File: config.mk
export PLATFORM = sky130hd
export DESIGN_NAME = mmrc_frame
export DESIGN_NICKNAME = d
export VERILOG_FILES = /design/src/rtl/mmrc_pkg.sv /design/src/rtl/mmrc_frame.sv
export SDC_FILE = /design/constraint.sdc
export NUM_CORES = 1
export LEC_CHECK = 0
export BUFFER_PORTS_ARGS = -buffer_cell sky130_fd_sc_hd__buf_2
export CAP_MARGIN = 20
export CORE_MARGIN = 3
export CORE_UTILIZATION = 57
export DETAILED_ROUTE_END_ITERATION = 8
export PLACE_DENSITY = 0.84
export SETUP_SLACK_MARGIN = 0.5
export SLEW_MARGIN = 25
export SYNTH_ARGS = -nofsm -noshare
export SYNTH_HDL_FRONTEND = slang
export SYNTH_SLANG_ARGS = --single-unit
export TNS_END_PERCENT = 100
File: constraint.sdc
create_clock -name clk -period 9.67 [get_ports clk]
set_clock_uncertainty 0.15 [all_clocks]
set_input_delay 0.4835 -clock clk [delete_from_list [all_inputs] [get_ports clk]]
set_output_delay 0.4835 -clock clk [all_outputs]
set_load 0.01 [all_outputs]
File: src/rtl/mmrc_pkg.sv
// Shared constants, result type and CRC-16 byte fold for the meter response checker.
package mmrc_pkg;

  localparam int FRAME_BYTES    = 25;
  localparam int POS_W          = 5;
  localparam int WORD_COUNT     = 10;
  localparam int WSEL_W         = 4;
  localparam int FIRST_REG_BYTE = 3;

  localparam logic [POS_W-1:0] CRC_LO_POS  = POS_W'(FRAME_BYTES - 2);
  localparam logic [POS_W-1:0] FIRST_REG   = POS_W'(FIRST_REG_BYTE);
  localparam logic [15:0]      CRC_INIT    = 16'hFFFF;
  localparam logic [15:0]      CRC_POLY    = 16'hA001;

  localparam int TDATA_W = 160;

  typedef struct packed {
    logic        crc_ok;
    logic [15:0] voltage;
    logic [31:0] current;
    logic [31:0] power;
    logic [31:0] energy;
    logic [15:0] frequency;
    logic [15:0] power_factor;
    logic [15:0] alarm;
  } result_t;

  // Reflected CRC-16, one byte folded in LSB first.
  function automatic logic [15:0] crc_fold(input logic [15:0] crc_in, input logic [7:0] b);
    logic [15:0] c;
    c = crc_in ^ {8'h00, b};
    for (int i = 0; i < 8; i++) begin
      if (c[0]) begin
        c = (c >> 1) ^ CRC_POLY;
      end else begin
        c = c >> 1;
      end
    end
    return c;
  endfunction

endpackage

File: src/rtl/mmrc_frame.sv
// Frame tracker: byte position, running CRC, captured register words and result build.
module mmrc_frame (
  input  logic                 clk,
  input  logic                 rst_n,
  input  logic                 step,
  input  logic [7:0]           rx_byte,
  input  logic                 frame_start,
  output logic                 res_valid,
  output mmrc_pkg::result_t    res
);

  logic [mmrc_pkg::POS_W-1:0]  idx_r, idx_nxt;
  logic [15:0]                 crc_r, crc_nxt;
  logic [7:0]                  crc_lo_r, crc_lo_nxt;
  logic [15:0]                 words_r [mmrc_pkg::WORD_COUNT];

  logic [mmrc_pkg::POS_W-1:0]  pos;
  logic [mmrc_pkg::POS_W-1:0]  off;
  logic [mmrc_pkg::WSEL_W-1:0] wsel;
  logic [15:0]                 crc_base;
  logic                        cap_en;

  always_comb begin
    pos      = frame_start ? '0 : idx_r;
    crc_base = (pos == '0) ? mmrc_pkg::CRC_INIT : crc_r;
    off      = pos - mmrc_pkg::FIRST_REG;
    wsel     = off[mmrc_pkg::POS_W-1:1];
    cap_en   = 1'b0;
    res_valid  = 1'b0;
    crc_lo_nxt = crc_lo_r;
    if (pos < mmrc_pkg::CRC_LO_POS) begin
      crc_nxt = mmrc_pkg::crc_fold(crc_base, rx_byte);
      idx_nxt = pos + 1'b1;
      cap_en  = (pos >= mmrc_pkg::FIRST_REG) &&
                (wsel < mmrc_pkg::WSEL_W'(mmrc_pkg::WORD_COUNT));
    end else if (pos == mmrc_pkg::CRC_LO_POS) begin
      crc_nxt    = crc_base;
      crc_lo_nxt = rx_byte;
      idx_nxt    = pos + 1'b1;
    end else begin
      // CRC high byte closes the frame.
      crc_nxt   = mmrc_pkg::CRC_INIT;
      idx_nxt   = '0;
      res_valid = 1'b1;
    end

    res.crc_ok       = (crc_lo_r == crc_base[7:0]) && (rx_byte == crc_base[15:8]);
    res.voltage      = words_r[0];
    res.current      = {words_r[2], words_r[1]};
    res.power        = {words_r[4], words_r[3]};
    res.energy       = {words_r[6], words_r[5]};
    res.frequency    = words_r[7];
    res.power_factor = words_r[8];
    res.alarm        = words_r[9];
  end

  always_ff @(posedge clk) begin
    if (!rst_n) begin
      idx_r    <= '0;
      crc_r    <= mmrc_pkg::CRC_INIT;
      crc_lo_r <= '0;
    end else if (step) begin
      idx_r    <= idx_nxt;
      crc_r    <= crc_nxt;
      crc_lo_r <= crc_lo_nxt;
    end
  end

  // Big-endian words: even offset carries the high byte.
  always_ff @(posedge clk) begin
    if (step && cap_en) begin
      if (!off[0]) begin
        words_r[wsel][15:8] <= rx_byte;
      end else begin
        words_r[wsel][7:0] <= rx_byte;
      end
    end
  end

endmodule

==> impl_metrics.yaml <==
outcome:
  outcome: "finished, final reports clean"
logic_synthesis:
  syn_inst: 467
  synth.cell_area_sq_um: 7141
  synthArstFlopShare: 0
  syn_nets: 481
  synth-main-ff-cell: "edfxtp_1"
  synth.avg_cell_area_sq_um: 15.29
  ys_seq_area_frac: 0.7542
  synth_edf_count: 160
  ys_seq_elements: 189
  synth.distinct_cells: 55
  synth-warning-count: 0
cells_and_area:
  num_antenna_cells: 0
  multi_input_area_sq_um: 1609
  mostFrequentLayoutCells: "173 x buf_2, 160 x edfxtp_1, 35 x nor2_1, 30 x nand2_1, 29 x dfxtp_1"
  drive_above_1_share: 0.3385
  layout_commonest_cell: "buf_2"
  nFillCells: 751
  fin_nets: 644
  regArea_sq_um: 5385
  syn2layout_area_growth_pct: 21.46
cts:
  post-cts-setup-buffer-count: 0
  cts.path.max_buffers: 2
  htree_levels: 4
  clkLatencyLatePin_ns: 0.42
  cts_tree: "built"
  clock_sinks: 189
  cts.root.buffer_cell: "clkbuf_16"
  numCtsBuffers: 17
  clk_pin_slew_ns: 0.06
  cts_hold_buf: 0
  cts_resized: 0
timing:
  hold_violations: 0
  min_period_over_period: 0.3747
  fmax_mhz: 276.0
  rsz0062_at_grt: "no"
  period_minus_slack_ns: 3.623
  setup_viol: 0
  tightest_slew_ns: 0.8747
  slew_violations: 0
  maxSlewHeadroom: 0.4169
  hold_ws_ns: 0.3275
  setup_tns_ns: 0
worst_setup_path:
  end_kind: "output port"
  crit_path_max_fanout: 28
  path_class: "reg2out"
  required_ns: 9.04
  worstPathArrival_ns: 2.99
  startpoint_type: "register"
drt:
  drt-initial-drc-count: 558
  first_pass_iters: 5
  vias: 4708
  drc_errors: 0
  viasPerCell: 5.820
  wl_mm: 17.49
  routedWlPerCell_um: 21.62
  ant_nets: 0
global_route:
  grt_pass1_vias: 4361
  antenna_found_initial: 0
  grt_pass1_wl_mm: 26.05
  grt_use_total: 0.2508
  grt_overflow: 0
  grt_max_degree: 32
placed_design:
  dp_hpwl_mm: 11.14
  place_congestion: 0.8152
  io_buffers: 173
power_and_ir_drop:
  power_density_nw_per_um2: 190.0
  peakVddDrop_mv: 0.09340
  power_leakage_nw: 3.211
floorplanning:
  ios: 174
  start_util: 0.5896
  core_sq_um: 12110
  fp-row-count: 40
  fp.dieW_um: 117.9
  dieArea_sq_um: 13910
  die_h_um: 117.9
hold_path:
  min_path_type: "in2reg"
job:
  maxCapViolCount: 0
==> routing by layer <==
metal | GRT usage | wire length (um) | up-vias
li1 | - | - | 2039
met1 | 0.3074 | 6501 | 2306
met2 | 0.4323 | 9029 | 315
met3 | 0.06679 | 1493 | 48
met4 | 0.08718 | 465 | 0
met5 | 0 | 0 | -
==> cell families (layout without fill, tap and decap cells) <==
kind of cell / after synthesis / count (layout) / share of synthesized area
simple gates: 127 / 127 / 0.08989
fa+ha+maj: 2 / 2 / 0.003504
buf+inv: 36 / 210 / 0.02383
mux: 9 / 9 / 0.01262
compound gates: 63 / 63 / 0.05415
xor+xnor: 41 / 41 / 0.06185
flops: 189 / 189 / 0.7542
==> where the power goes <==
group / total, W / internal (W) / leakage (nW) / switching, W
clock: 0.000668 / 0.000380 / 0.264 / 0.000288
sequential: 0.000898 / 0.000888 / 1.67 / 0.0000101
combinational: 0.0000818 / 0.0000317 / 1.27 / 0.0000501
total: 0.00165 / 0.00130 / 3.21 / 0.000348
==> Yosys cell counts (5+ instances only) <==
cell type / number / area, sq um
a21oi_1: 19 / 95.09
nand2b_1: 5 / 31.28
clkbuf_1: 14 / 52.55
nor3_1: 11 / 55.05
buf_2: 6 / 30.03
o22ai_1: 18 / 112.6
nor3b_1: 6 / 45.04
o21ai_0: 9 / 45.04
xnor2_1: 21 / 183.9
inv_1: 5 / 18.77
edfxtp_1: 160 / 4805
mux2i_1: 9 / 90.09
nor2_1: 35 / 131.4
nor2b_1: 13 / 81.33
dfxtp_1: 29 / 580.6
nand3_1: 6 / 30.03
xor2_1: 14 / 122.6
nand2_1: 30 / 112.6
==> area by class of cell <==
class	count	share of cell area
Sequential cell	189	0.6209
Clock inverter	12	0.01616
Timing Repair Buffer	175	0.1016
Inverter	5	0.002164
Clock buffer	18	0.04948
Multi-Input combinational cell	242	0.1855
Tap cell	168	0.02424
==> through the flow <==
stage	area [sq um]	utilization	setup WS, ns	std cells	power [W]
6_report	8673	0.7161	6.047	809	0.001648
4_1_cts	8653	0.7145	6.024	809	0.001651
2_1_floorplan	7141	-	6.312	467	0.0009693
3_5_place_dp	8084	0.6675	5.886	779	0.0009949
3_3_place_gp	8080	0.6671	6.069	779	0.0009926
5_1_grt	8673	0.7161	5.816	809	0.001690
==> final timing paths <==
kind                               start                      end  slack (ns)  depth (start not counted)
setup / recovery   idx_r[0]$_SDFFE_PN0P_                 res[160]        6.05                          8
setup reg to reg   idx_r[0]$_SDFFE_PN0P_  words_r[6][0]$_DFFE_PP_        6.19                          8
hold / removal                     rst_n    crc_r[3]$_SDFFE_PN1P_        0.33                          2
hold reg to reg   crc_r[11]$_SDFFE_PN1P_    crc_r[3]$_SDFFE_PN1P_        0.38                          2
==> critical path, cell delays in order, from the launching register on <==
cell,delay (ns)
dfxtp_1,0.40
nand2b_1,0.24
ha_1,0.23
o21a_1,0.71
a21oi_1,0.10
o22ai_1,0.18
o2111ai_1,0.14
nor4_1,0.34
buf_2,0.20
==> registers in the layout (all words and copies together), names as in the netlist <==
| signal | cells |
|---|---|
| crc_lo_r | 8 |
| crc_r | 16 |
| idx_r | 5 |
| words_r | 160 |
No activity file was read; power rests on OpenSTA's default activity.
